## src/sfcs_pkg.sv

```systemverilog
// ----------------------------------------------------------------------------
// sfcs_pkg
// Shared types, command codes, flash opcodes and beat lookup for the serial
// flash command sequencer.
// ----------------------------------------------------------------------------
package sfcs_pkg;

    // page geometry: linear address -> page number above the byte offset
    localparam int PAGE_BYTES  = 512;
    localparam int PAGE_SHIFT  = 10;
    localparam int OFFSET_BITS = $clog2(PAGE_BYTES);

    // field widths
    localparam int CMD_W      = 4;
    localparam int ADDR_W     = 21;
    localparam int SPI_ADDR_W = 24;
    localparam int IDX_W      = 3;
    localparam int SEL_W      = 2;

    // request queue between front and back
    localparam int QUEUE_DEPTH = 4;

    // host request codes
    typedef enum logic [CMD_W-1:0] {
        CMD_READ       = 4'd0,
        CMD_WRITE      = 4'd1,
        CMD_DATA       = 4'd2,
        CMD_SLOT       = 4'd3,
        CMD_END        = 4'd4,
        CMD_PAGE_ERASE = 4'd5,
        CMD_CHIP_ERASE = 4'd6,
        CMD_ID         = 4'd7,
        CMD_STATUS     = 4'd8,
        CMD_PROT_EN    = 4'd9,
        CMD_PROT_DIS   = 4'd10,
        CMD_PREG_ERASE = 4'd11,
        CMD_PREG_PROG  = 4'd12,
        CMD_PREG_READ  = 4'd13
    } cmd_t;

    // flash opcodes and fill bytes
    localparam logic [7:0] OP_READ       = 8'hE8;
    localparam logic [7:0] OP_WRITE      = 8'h82;
    localparam logic [7:0] OP_DUMMY      = 8'hA5;
    localparam logic [7:0] OP_PAGE_ERASE = 8'h81;
    localparam logic [7:0] OP_ID         = 8'h9F;
    localparam logic [7:0] OP_STATUS     = 8'hD7;
    localparam logic [7:0] SLOT_FILL     = 8'h00;

    // fixed four-byte command sequences
    localparam logic [7:0] CHIP_ERASE_SEQ [4] = '{8'hC7, 8'h94, 8'h80, 8'h9A};
    localparam logic [7:0] PROT_EN_SEQ    [4] = '{8'h3D, 8'h2A, 8'h7F, 8'hA9};
    localparam logic [7:0] PROT_DIS_SEQ   [4] = '{8'h3D, 8'h2A, 8'h7F, 8'h9A};
    localparam logic [7:0] PREG_ERASE_SEQ [4] = '{8'h3D, 8'h2A, 8'h7F, 8'hCF};
    localparam logic [7:0] PREG_PROG_SEQ  [4] = '{8'h3D, 8'h2A, 8'h7F, 8'hFC};
    localparam logic [7:0] PREG_READ_SEQ  [4] = '{8'h32, 8'h2A, 8'h7F, 8'hFC};

    // one classified request as handed from front to back
    typedef struct packed {
        cmd_t                  cmd;
        logic                  err;
        logic [SPI_ADDR_W-1:0] addr;
        logic [7:0]            data;
        logic [SEL_W-1:0]      sel;
        logic                  prot;
        logic                  rel_last;
        logic [IDX_W-1:0]      last_idx;
    } job_t;

    // byte-level content of one transfer
    typedef struct packed {
        logic [7:0] tx;
        logic       byte_valid;
        logic       capture;
    } beat_t;

    // address byte for beats one to three, most significant first
    function automatic logic [7:0] addr_byte(logic [SPI_ADDR_W-1:0] addr,
                                             logic [IDX_W-1:0] idx);
        logic [7:0] b;
        case (idx)
            3'd1:    b = addr[23:16];
            3'd2:    b = addr[15:8];
            default: b = addr[7:0];
        endcase
        return b;
    endfunction

    // transfer content for beat idx of a request
    function automatic beat_t job_beat(job_t job, logic [IDX_W-1:0] idx);
        beat_t b;
        b.tx         = SLOT_FILL;
        b.byte_valid = 1'b0;
        b.capture    = 1'b0;
        if (!job.err) begin
            b.byte_valid = 1'b1;
            case (job.cmd)
                CMD_READ: begin
                    if (idx == 3'd0)
                        b.tx = OP_READ;
                    else if (idx < 3'd4)
                        b.tx = addr_byte(job.addr, idx);
                    else
                        b.tx = OP_DUMMY;
                end
                CMD_WRITE:
                    b.tx = (idx == 3'd0) ? OP_WRITE : addr_byte(job.addr, idx);
                CMD_PAGE_ERASE:
                    b.tx = (idx == 3'd0) ? OP_PAGE_ERASE : addr_byte(job.addr, idx);
                CMD_DATA:
                    b.tx = job.data;
                CMD_SLOT:
                    b.capture = 1'b1;
                CMD_END:
                    b.byte_valid = 1'b0;
                CMD_CHIP_ERASE:
                    b.tx = CHIP_ERASE_SEQ[idx[1:0]];
                CMD_ID, CMD_STATUS: begin
                    if (idx == 3'd0)
                        b.tx = (job.cmd == CMD_ID) ? OP_ID : OP_STATUS;
                    else
                        b.capture = 1'b1;
                end
                CMD_PROT_EN:
                    b.tx = PROT_EN_SEQ[idx[1:0]];
                CMD_PROT_DIS:
                    b.tx = PROT_DIS_SEQ[idx[1:0]];
                CMD_PREG_ERASE:
                    b.tx = PREG_ERASE_SEQ[idx[1:0]];
                CMD_PREG_PROG:
                    b.tx = (idx == 3'd4) ? job.data : PREG_PROG_SEQ[idx[1:0]];
                CMD_PREG_READ:
                    b.tx = PREG_READ_SEQ[idx[1:0]];
                default:
                    b.byte_valid = 1'b0;
            endcase
        end
        return b;
    endfunction

endpackage

```

## src/sfcs_front.sv

```systemverilog
// ----------------------------------------------------------------------------
// sfcs_front
// Takes host requests, checks them against the frame state, tracks write
// protect and chip select, and turns each into a job for the back end.
// ----------------------------------------------------------------------------
module sfcs_front (
    input  logic                          clk,
    input  logic                          rst_n,
    input  logic                          cfg_we,
    input  logic [sfcs_pkg::SEL_W-1:0]    cfg_wdata,
    input  logic                          req_valid,
    input  logic                          queue_full,
    input  logic [sfcs_pkg::CMD_W-1:0]    command,
    input  logic [sfcs_pkg::ADDR_W-1:0]   address,
    input  logic [7:0]                    data,
    output logic                          push,
    output sfcs_pkg::job_t                job
);

    logic [sfcs_pkg::SEL_W-1:0]        chip_line_reg;
    logic                              frame_open_reg;
    logic                              frame_open_next;
    logic                              protect_off_reg;
    logic                              protect_off_next;

    logic                              known;
    logic                              in_frame;
    logic                              is_start;
    logic                              err;
    logic                              releases;
    logic                              relocks;
    logic                              opens;
    logic                              prot_during;
    logic                              frame_after;
    logic [sfcs_pkg::IDX_W-1:0]        last_idx;
    logic [sfcs_pkg::SPI_ADDR_W-1:0]   mapped;
    logic [sfcs_pkg::OFFSET_BITS-1:0]  offset;
    logic [sfcs_pkg::ADDR_W-sfcs_pkg::OFFSET_BITS-1:0] page;

    // a request is taken whenever the queue has room
    assign push = req_valid && !queue_full;

    // classify the request
    always_comb
    begin
        known    = (command <= sfcs_pkg::CMD_PREG_READ);
        in_frame = command inside {sfcs_pkg::CMD_DATA, sfcs_pkg::CMD_SLOT,
                                   sfcs_pkg::CMD_END};
        is_start = known && !in_frame;
        err      = !known || (is_start && frame_open_reg)
                   || (in_frame && !frame_open_reg);
        releases = command inside {sfcs_pkg::CMD_WRITE, sfcs_pkg::CMD_PAGE_ERASE,
                                   sfcs_pkg::CMD_CHIP_ERASE, sfcs_pkg::CMD_PREG_ERASE,
                                   sfcs_pkg::CMD_PREG_PROG};
        relocks  = command inside {sfcs_pkg::CMD_END, sfcs_pkg::CMD_PAGE_ERASE,
                                   sfcs_pkg::CMD_CHIP_ERASE, sfcs_pkg::CMD_PREG_ERASE};
        opens    = command inside {sfcs_pkg::CMD_READ, sfcs_pkg::CMD_WRITE,
                                   sfcs_pkg::CMD_PREG_PROG, sfcs_pkg::CMD_PREG_READ};
    end

    // frame and protect state after this request
    always_comb
    begin
        prot_during = protect_off_reg || (!err && releases);
        if (err)
            frame_after = frame_open_reg;
        else if (opens)
            frame_after = 1'b1;
        else if (command == sfcs_pkg::CMD_END)
            frame_after = 1'b0;
        else
            frame_after = frame_open_reg;

        frame_open_next  = frame_open_reg;
        protect_off_next = protect_off_reg;
        if (push && !err) begin
            frame_open_next  = frame_after;
            protect_off_next = relocks ? 1'b0 : prot_during;
        end
    end

    // number of transfers the request produces, minus one
    always_comb
    begin
        if (err) begin
            last_idx = 3'd0;
        end else begin
            case (command)
                sfcs_pkg::CMD_READ:                         last_idx = 3'd7;
                sfcs_pkg::CMD_DATA, sfcs_pkg::CMD_SLOT,
                sfcs_pkg::CMD_END:                          last_idx = 3'd0;
                sfcs_pkg::CMD_ID, sfcs_pkg::CMD_PREG_PROG:  last_idx = 3'd4;
                sfcs_pkg::CMD_STATUS:                       last_idx = 3'd1;
                default:                                    last_idx = 3'd3;
            endcase
        end
    end

    // page-mapped address: page number shifted above the byte offset
    always_comb
    begin
        offset = address[sfcs_pkg::OFFSET_BITS-1:0];
        page   = address[sfcs_pkg::ADDR_W-1:sfcs_pkg::OFFSET_BITS];
        mapped = sfcs_pkg::SPI_ADDR_W'(offset)
                 | (sfcs_pkg::SPI_ADDR_W'(page) << sfcs_pkg::PAGE_SHIFT);
    end

    // job handed to the queue
    always_comb
    begin
        job.cmd      = sfcs_pkg::cmd_t'(command);
        job.err      = err;
        job.addr     = (command == sfcs_pkg::CMD_PAGE_ERASE)
                       ? sfcs_pkg::SPI_ADDR_W'(address) : mapped;
        job.data     = data;
        job.sel      = chip_line_reg;
        job.prot     = prot_during;
        job.rel_last = !err && !frame_after;
        job.last_idx = last_idx;
    end

    // state registers
    always_ff @(posedge clk or negedge rst_n)
    begin
        if (!rst_n) begin
            chip_line_reg   <= '0;
            frame_open_reg  <= 1'b0;
            protect_off_reg <= 1'b0;
        end else begin
            if (cfg_we)
                chip_line_reg <= cfg_wdata;
            frame_open_reg  <= frame_open_next;
            protect_off_reg <= protect_off_next;
        end
    end

endmodule

```

## src/sfcs_queue.sv

```systemverilog
// ----------------------------------------------------------------------------
// sfcs_queue
// Small first-in first-out queue of classified jobs between front and back.
// ----------------------------------------------------------------------------
module sfcs_queue #(
    parameter int DEPTH = sfcs_pkg::QUEUE_DEPTH
) (
    input  logic           clk,
    input  logic           rst_n,
    input  logic           push,
    input  sfcs_pkg::job_t push_job,
    input  logic           pop,
    output logic           full,
    output logic           head_valid,
    output sfcs_pkg::job_t head_job
);

    localparam int PTR_W = (DEPTH > 1) ? $clog2(DEPTH) : 1;
    localparam int CNT_W = $clog2(DEPTH + 1);

    sfcs_pkg::job_t     slots [DEPTH];
    logic [PTR_W-1:0]   wr_ptr_reg;
    logic [PTR_W-1:0]   wr_ptr_next;
    logic [PTR_W-1:0]   rd_ptr_reg;
    logic [PTR_W-1:0]   rd_ptr_next;
    logic [CNT_W-1:0]   count_reg;
    logic [CNT_W-1:0]   count_next;

    assign full       = (count_reg == CNT_W'(DEPTH));
    assign head_valid = (count_reg != '0);
    assign head_job   = slots[rd_ptr_reg];

    // pointer and fill count update
    always_comb
    begin
        wr_ptr_next = wr_ptr_reg;
        rd_ptr_next = rd_ptr_reg;
        count_next  = count_reg;
        if (push)
            wr_ptr_next = (wr_ptr_reg == PTR_W'(DEPTH - 1)) ? '0 : wr_ptr_reg + 1'b1;
        if (pop)
            rd_ptr_next = (rd_ptr_reg == PTR_W'(DEPTH - 1)) ? '0 : rd_ptr_reg + 1'b1;
        if (push && !pop)
            count_next = count_reg + 1'b1;
        else if (pop && !push)
            count_next = count_reg - 1'b1;
    end

    always_ff @(posedge clk or negedge rst_n)
    begin
        if (!rst_n) begin
            wr_ptr_reg <= '0;
            rd_ptr_reg <= '0;
            count_reg  <= '0;
        end else begin
            wr_ptr_reg <= wr_ptr_next;
            rd_ptr_reg <= rd_ptr_next;
            count_reg  <= count_next;
        end
    end

    // job storage
    always_ff @(posedge clk)
    begin
        if (push)
            slots[wr_ptr_reg] <= push_job;
    end

endmodule

```

## src/sfcs_back.sv

```systemverilog
// ----------------------------------------------------------------------------
// sfcs_back
// Walks the job at the head of the queue one transfer per cycle, while the
// result stage is not stalled, into a registered result stage.
// ----------------------------------------------------------------------------
module sfcs_back (
    input  logic                        clk,
    input  logic                        rst_n,
    input  logic                        head_valid,
    input  sfcs_pkg::job_t              head_job,
    output logic                        pop,
    input  logic                        rsp_stall,
    output logic                        rsp_valid,
    output logic [7:0]                  tx_byte,
    output logic                        byte_valid,
    output logic [sfcs_pkg::SEL_W-1:0]  select_line,
    output logic                        release_after,
    output logic                        capture,
    output logic                        protect_released,
    output logic                        request_error,
    output logic                        last
);

    logic                        rsp_valid_reg;
    logic [sfcs_pkg::IDX_W-1:0]  idx_reg;
    logic [sfcs_pkg::IDX_W-1:0]  idx_next;
    logic                        load;
    logic                        at_last;
    sfcs_pkg::beat_t             beat;

    logic [7:0]                  tx_byte_reg;
    logic                        byte_valid_reg;
    logic [sfcs_pkg::SEL_W-1:0]  select_line_reg;
    logic                        release_after_reg;
    logic                        capture_reg;
    logic                        protect_released_reg;
    logic                        request_error_reg;
    logic                        last_reg;

    // result slot is free or being emptied this cycle
    assign load    = head_valid && (!rsp_valid_reg || !rsp_stall);
    assign at_last = (idx_reg == head_job.last_idx);
    assign pop     = load && at_last;
    assign beat    = sfcs_pkg::job_beat(head_job, idx_reg);

    always_comb
    begin
        idx_next = idx_reg;
        if (load)
            idx_next = at_last ? '0 : idx_reg + 1'b1;
    end

    // control registers
    always_ff @(posedge clk or negedge rst_n)
    begin
        if (!rst_n) begin
            rsp_valid_reg <= 1'b0;
            idx_reg       <= '0;
        end else begin
            idx_reg <= idx_next;
            if (load)
                rsp_valid_reg <= 1'b1;
            else if (!rsp_stall)
                rsp_valid_reg <= 1'b0;
        end
    end

    // result payload
    always_ff @(posedge clk)
    begin
        if (load) begin
            tx_byte_reg          <= beat.tx;
            byte_valid_reg       <= beat.byte_valid;
            capture_reg          <= beat.capture;
            select_line_reg      <= head_job.sel;
            release_after_reg    <= at_last && head_job.rel_last;
            protect_released_reg <= head_job.prot;
            request_error_reg    <= head_job.err;
            last_reg             <= at_last;
        end
    end

    assign rsp_valid        = rsp_valid_reg;
    assign tx_byte          = tx_byte_reg;
    assign byte_valid       = byte_valid_reg;
    assign select_line      = select_line_reg;
    assign release_after    = release_after_reg;
    assign capture          = capture_reg;
    assign protect_released = protect_released_reg;
    assign request_error    = request_error_reg;
    assign last             = last_reg;

endmodule

```

## src/serial_flash_command_sequencer_core.sv

```systemverilog
// ----------------------------------------------------------------------------
// serial_flash_command_sequencer_core
// Turns host requests into SPI byte transfers for a page-oriented serial
// data flash.
// ----------------------------------------------------------------------------
// Each accepted request yields one to eight result transfers (read: 8,
// id and protect register program: 5, status: 2, frame data, read slot,
// end and rejected requests: 1, all others: 4), delivered one per clock
// while rsp_stall is low from a registered result stage. The front end
// takes a request every clock while the job queue (four entries by
// default) has room, so throughput is set by the back end walking one
// transfer per cycle. After acceptance each request passes through the
// job queue and then the registered result stage.
// Frame state, write protect and the select line are tracked at
// acceptance, so chip_line changes apply to requests accepted afterwards.
module serial_flash_command_sequencer_core #(
    parameter int QUEUE_DEPTH = sfcs_pkg::QUEUE_DEPTH
) (
    input  logic                          clk,
    input  logic                          rst_n,
    input  logic                          cfg_we,
    input  logic [sfcs_pkg::SEL_W-1:0]    cfg_wdata,
    input  logic                          req_valid,
    output logic                          req_stall,
    input  logic [sfcs_pkg::CMD_W-1:0]    command,
    input  logic [sfcs_pkg::ADDR_W-1:0]   address,
    input  logic [7:0]                    data,
    output logic                          rsp_valid,
    input  logic                          rsp_stall,
    output logic [7:0]                    tx_byte,
    output logic                          byte_valid,
    output logic [sfcs_pkg::SEL_W-1:0]    select_line,
    output logic                          release_after,
    output logic                          capture,
    output logic                          protect_released,
    output logic                          request_error,
    output logic                          last
);

    logic           push;
    logic           pop;
    logic           queue_full;
    logic           head_valid;
    sfcs_pkg::job_t push_job;
    sfcs_pkg::job_t head_job;

    assign req_stall = queue_full;

    // request classification and frame state
    sfcs_front u_front (
        .clk        (clk),
        .rst_n      (rst_n),
        .cfg_we     (cfg_we),
        .cfg_wdata  (cfg_wdata),
        .req_valid  (req_valid),
        .queue_full (queue_full),
        .command    (command),
        .address    (address),
        .data       (data),
        .push       (push),
        .job        (push_job)
    );

    // job queue
    sfcs_queue #(
        .DEPTH (QUEUE_DEPTH)
    ) u_queue (
        .clk        (clk),
        .rst_n      (rst_n),
        .push       (push),
        .push_job   (push_job),
        .pop        (pop),
        .full       (queue_full),
        .head_valid (head_valid),
        .head_job   (head_job)
    );

    // transfer sequencing and result stage
    sfcs_back u_back (
        .clk              (clk),
        .rst_n            (rst_n),
        .head_valid       (head_valid),
        .head_job         (head_job),
        .pop              (pop),
        .rsp_stall        (rsp_stall),
        .rsp_valid        (rsp_valid),
        .tx_byte          (tx_byte),
        .byte_valid       (byte_valid),
        .select_line      (select_line),
        .release_after    (release_after),
        .capture          (capture),
        .protect_released (protect_released),
        .request_error    (request_error),
        .last             (last)
    );

endmodule
```

## config.mk

```make
export PLATFORM = sky130hd
export DESIGN_NAME = serial_flash_command_sequencer_core
export DESIGN_NICKNAME = d
export VERILOG_FILES = /design/src/sfcs_pkg.sv /design/src/sfcs_front.sv /design/src/sfcs_queue.sv /design/src/sfcs_back.sv /design/src/serial_flash_command_sequencer_core.sv
export SDC_FILE = /design/constraint.sdc
export NUM_CORES = 1
export LEC_CHECK = 0
export BUFFER_PORTS_ARGS = -buffer_cell sky130_fd_sc_hd__buf_2
export CAP_MARGIN = 20
export CORE_MARGIN = 10
export CORE_UTILIZATION = 50
export DETAILED_ROUTE_END_ITERATION = 16
export PLACE_DENSITY = 0.71
export SYNTH_ARGS = -nofsm -noshare
export SYNTH_HDL_FRONTEND = slang
export SYNTH_HIERARCHICAL = 1
export SYNTH_SLANG_ARGS = --single-unit
```

## constraint.sdc

```tcl
create_clock -name clk -period 3.9 [get_ports clk]
set_clock_uncertainty 0.1 [all_clocks]
set_input_delay 0 -clock clk [delete_from_list [all_inputs] [get_ports clk]]
set_output_delay 0 -clock clk [all_outputs]
set_load 0.03 [all_outputs]
```

; ---- Yosys cells after proc, flatten, opt, wreduce, memory -nomap -nowiden
; Memory sizes are Yosys's and may differ from the RTL's.
; Index checks and enable logic that the tools add are counted.
; W data, S select, Z words.
[totals]
elab_cells = 143
reg_bits = 31
ram_bits = 176
mem_count = 1
[memory_table]
columns = memory, depth, word_bits, read_ports, rd_clocked_by_memory_dff, write_ports, line
row1 = u_queue.slots, 4, 44, 1, 0, 1, sfcs_queue.sv:21  ; sfcs_pkg::job_t slots [DEPTH];
[classes]
n_addsub = 5
n_lt_le_gt_ge = 3
bitwise_logic = 2
eq_ne = 31
reduce_logical = 39
n_mux = 46
[op_table]
columns = op, count
row1 = $mux W8, 18
row2 = $bmux W8 S2, 6
row3 = $pmux W8 S11, 1
row4 = $eq A4 B4 Y1 const B, 10
row5 = $eq A4 B3 Y1 const B, 7
row6 = $mux W24, 1
row7 = $or A9 B22 Y22, 1
row8 = $eq A4 B2 Y1 const B, 4
row9 = $pmux W8 S2, 1
row10 = $reduce_or A13 Y1, 1
row11 = $logic_and A1 B1 Y1, 12
row12 = $mux W3, 4
row13 = $pmux W3 S4, 1
row14 = $logic_not A1 Y1, 10
row15 = $mux W1, 10
row16 = $eq A4 B1 Y1 const B, 2
row17 = $logic_not A4 Y1, 2
row18 = $reduce_bool A4 Y1, 2
row19 = $mux W7, 1
row20 = $add A3 B1 Y3 const B, 2
row21 = $eq A3 B3 Y1 const B, 2
row22 = $reduce_bool A3 Y1, 2
row23 = $reduce_bool A5 Y1, 1
row24 = $add A2 B1 Y2 const B, 2
row25 = 17 further kinds, 23

; ---- Depth between registers and ports, before layout
[depth]
word_depth = 11
depth_mapped = 13

; ---- Modules after synthesis
; The synthesis kept the hierarchy.
[by_module_without_submodules]
columns = module, cells_per_inst, seq_area_each_um2, area_each_um2, n_inst
row1 = sfcs_queue, 267, 5460.2, 6827.8, 1
row2 = sfcs_back, 220, 580.6, 1908.1, 1
row3 = sfcs_front, 96, 100.1, 840.8, 1

; ---- Worst setup path after synthesis
; Ideal clock, no wire load.
[synth_timing]
kind = register to register
startpoint = reg u_queue.rd_ptr_reg[0]
endpoint = reg u_queue.count_reg[1]
arrival_time_ns = 2.604
n_path_buf = 2
stages_incl_launch_ff = 12
setup_time_ns = 0.125
required_ns = 3.675
path_slack_ns = 1.072
period_less_slack_ns = 2.828
path_cell_list = dfrtp_1 buf_6 buf_12 mux4_2 xnor2_1 nand3_1 nor2_1 inv_1 ha_1 inv_1 fa_1 mux2_2
[synth_lines]
columns = element, line
row1 = start: declaration, sfcs_queue.sv:24  ; logic [PTR_W-1:0] rd_ptr_reg;
row2 = start signal: assignment, sfcs_queue.sv:57  ; rd_ptr_reg <= rd_ptr_next;
row3 = end signal: assignment, sfcs_queue.sv:58  ; count_reg <= count_next;
row4 = end: declaration, sfcs_queue.sv:26  ; logic [CNT_W-1:0] count_reg;

==> flow_metrics.env <==
export IMPL_finalHoldViolations=0
export IMPL_avgRoutedWirePerCell_um=21.8
export IMPL_n_antenna_cell=0
export IMPL_antenna_found_initial=0
export IMPL_dieHeight_um=158
export IMPL_worst_path_max_fanout=30
export IMPL_drtIter0Drc=609
export IMPL_drv_cap=0
export IMPL_drtAntennaViolNets=0
export IMPL_dieArea_mm2=0.0251
export IMPL_cts_tree="yes"
export IMPL_final_max_slew_viol_count=0
export IMPL_async_reset_ff_share_pct=7.25
export IMPL_startpoint_type="flop"
export IMPL_holdWs_ps=150
export IMPL_cts_buffers=22
export IMPL_synthesis_area_mm2=0.00958
export IMPL_tightest_slew_ps=898
export IMPL_num_vias=5397
export IMPL_powerDensity_mw_per_mm2=778
export IMPL_crit_arrival_ps=3380
export IMPL_synth_top_area_share_pct=60.2
export IMPL_die_w_um=158
export IMPL_status="completed"
export IMPL_grt_pass1_wl_um=31700
export IMPL_fmax_mhz=323
export IMPL_cts_max_path_buffers=3
export IMPL_grt_pass1_vias=5505
export IMPL_cts_resized=0
export IMPL_rows=50
export IMPL_p_leak_uw=0.00378
export IMPL_setup_violations=0
export IMPL_core_mm2=0.0188
export IMPL_clk_latency_ps=500
export IMPL_ys_types=77
export IMPL_end_kind="flop"
export IMPL_synth_area_leaders="edfxtp_1 (60%), mux4_2 (8.9%), dfrtp_1 (3.9%)"
export IMPL_max_slew_margin_pct=40.1
export IMPL_syn_inst=583
export IMPL_drt_pass1_iter_count=8
export IMPL_grt_ovfl_total=0
export IMPL_yosysWarnings=6
export IMPL_mostFrequentLayoutCells="edfxtp_1 (192), buf_2 (57), dlygate4sd3_1 (44), mux4_2 (38), nor2_1 (25)"
export IMPL_fin_setup_tns_ps=0
export IMPL_drive_above_1_share_pct=25.9
export IMPL_yosys_area_top_type="edfxtp_1"
export IMPL_route_final_wire_length_um=19800
export IMPL_post_cts_buffers=0
export IMPL_grt_max_degree=33
export IMPL_synth_edf_count=192
export IMPL_period_needed_ps=3100
export IMPL_synth_seq_cells=207
export IMPL_io_pins=58
export IMPL_fin_total_pwr_uw=8470
export IMPL_period_share_pct=79.4
export IMPL_detailed_place_hpwl_um=13100
export IMPL_area_delta_synth_final_pct=13.7
export IMPL_synth_area_per_cell_um2=16.4
export IMPL_ir_drop_uv=417
export IMPL_root_buffer="clkbuf_16"
export IMPL_final_nets=715
export IMPL_largest_register_ff_count=176
export IMPL_required_ps=4190
export IMPL_cts_hold_buf=44
export IMPL_synth_top_flop_cell="edfxtp_1"
export IMPL_grt_total_usage_pct=16.2
export IMPL_rrSetupSlack_ps=800
export IMPL_initial_core_util_pct=51.0
export IMPL_vias_per_cell=5.93
export IMPL_gp_congestion=0.939
export IMPL_clkTransAtPathRegs_ps=60
export IMPL_route_detailed_drc=0
export IMPL_cts_max_level=1
export IMPL_worstSetupPathType="flop to flop"
export IMPL_ys_seq_area_share_pct=64.1
export IMPL_hold_path_class="input port to flop"
export IMPL_rsz0062_at_grt="no"
export IMPL_io_buffers=57
export IMPL_numClockSinks=207
export IMPL_final_common_cell="edfxtp_1"
-- routing by layer --
layer	part of all wire (%)	vias to the layer above	track usage, %
li1	-	2444	-
met1	42	2712	22.4
met2	49	196	25.6
met3	6.2	45	2.78
met4	2.9	0	5.16
met5	0	-	0
-- Yosys cell counts (5+ instances only) --
cell       instances
mux2_4             8
inv_1             15
mux4_1             6
mux2_2            11
a22oi_1            7
buf_6              6
buf_2             20
nor2_1            25
buf_12             5
a21oi_1           12
a31oi_1            8
nor2b_1           10
buf_4             26
nand2b_1           8
ha_1              13
o2bb2ai_1         10
edfxtp_1         192
dfrtp_1           15
mux4_2            38
nor3_1             9
nand2_1           19
and2_1             7
o21ai_0           17
-- metrics by stage --
stage	std cells	area, um2	worst slack (ps)	util [%]
4_1_cts	910	10900	760	58.0
5_1_grt	910	10900	618	58.0
6_report	910	10900	802	58.0
3_5_place_dp	827	9790	770	52.2
2_1_floorplan	584	9580	1070	-
3_3_place_gp	827	9790	869	52.2
-- report_power, final --
| group | internal (uW) | switching [uW] | leakage [uW] |
|---|---|---|---|
| logic | 1280 | 1940 | 0.00152 |
| registers | 3060 | 286 | 0.00195 |
| clock network | 1110 | 796 | 0.000314 |
| total | 5450 | 3020 | 0.00378 |
-- kinds of logic after synthesis --
| family | count (synthesis) | share of synthesized area [%] |
|---|---|---|
| AO/OA/AOI/OAI | 95 | 7.29 |
| XOR/XNOR | 7 | 0.640 |
| adder cells (fa/ha/maj) | 14 | 1.91 |
| buffers and inverters | 78 | 5.66 |
| flip-flops | 207 | 64.1 |
| multiplexers | 67 | 13.5 |
| other | 1 | 0.0392 |
| AND/OR/NAND/NOR | 114 | 6.79 |
-- final timing paths --
kind,end,cells after the start,startpoint
max,u_queue/count_reg[1],9,u_queue/rd_ptr_reg[1]
max reg2reg,u_queue/count_reg[1],9,u_queue/rd_ptr_reg[1]
min reg2reg,u_queue/count_reg[2],1,u_queue/count_reg[2]
max in group asynchronous,u_queue/rd_ptr_reg[1],3,rst_n
min,u_queue/slots[0][22],2,address[7]
min in group asynchronous,u_front/chip_line_reg[1],3,rst_n
-- worst max-delay path, stage by stage (launching register included) --
cell,delay [ps]
dfrtp_2,840
mux4_2,420
xnor2_1,160
nand3_1,150
nor2_1,230
inv_1,70
ha_1,210
inv_1,90
fa_1,430
mux2_2,280
-- layout make-up --
cell class / instances / area (um2)
clock inverter: 9 / 82.6
multi-input combinational: 299 / 2900
inverter: 16 / 60.1
fill: 1432 / 7880
sequential: 207 / 6140
timing repair buffer: 115 / 831
tap: 234 / 293
clock buffer: 30 / 581
Note: power is estimated with default switching activity, not from simulation.
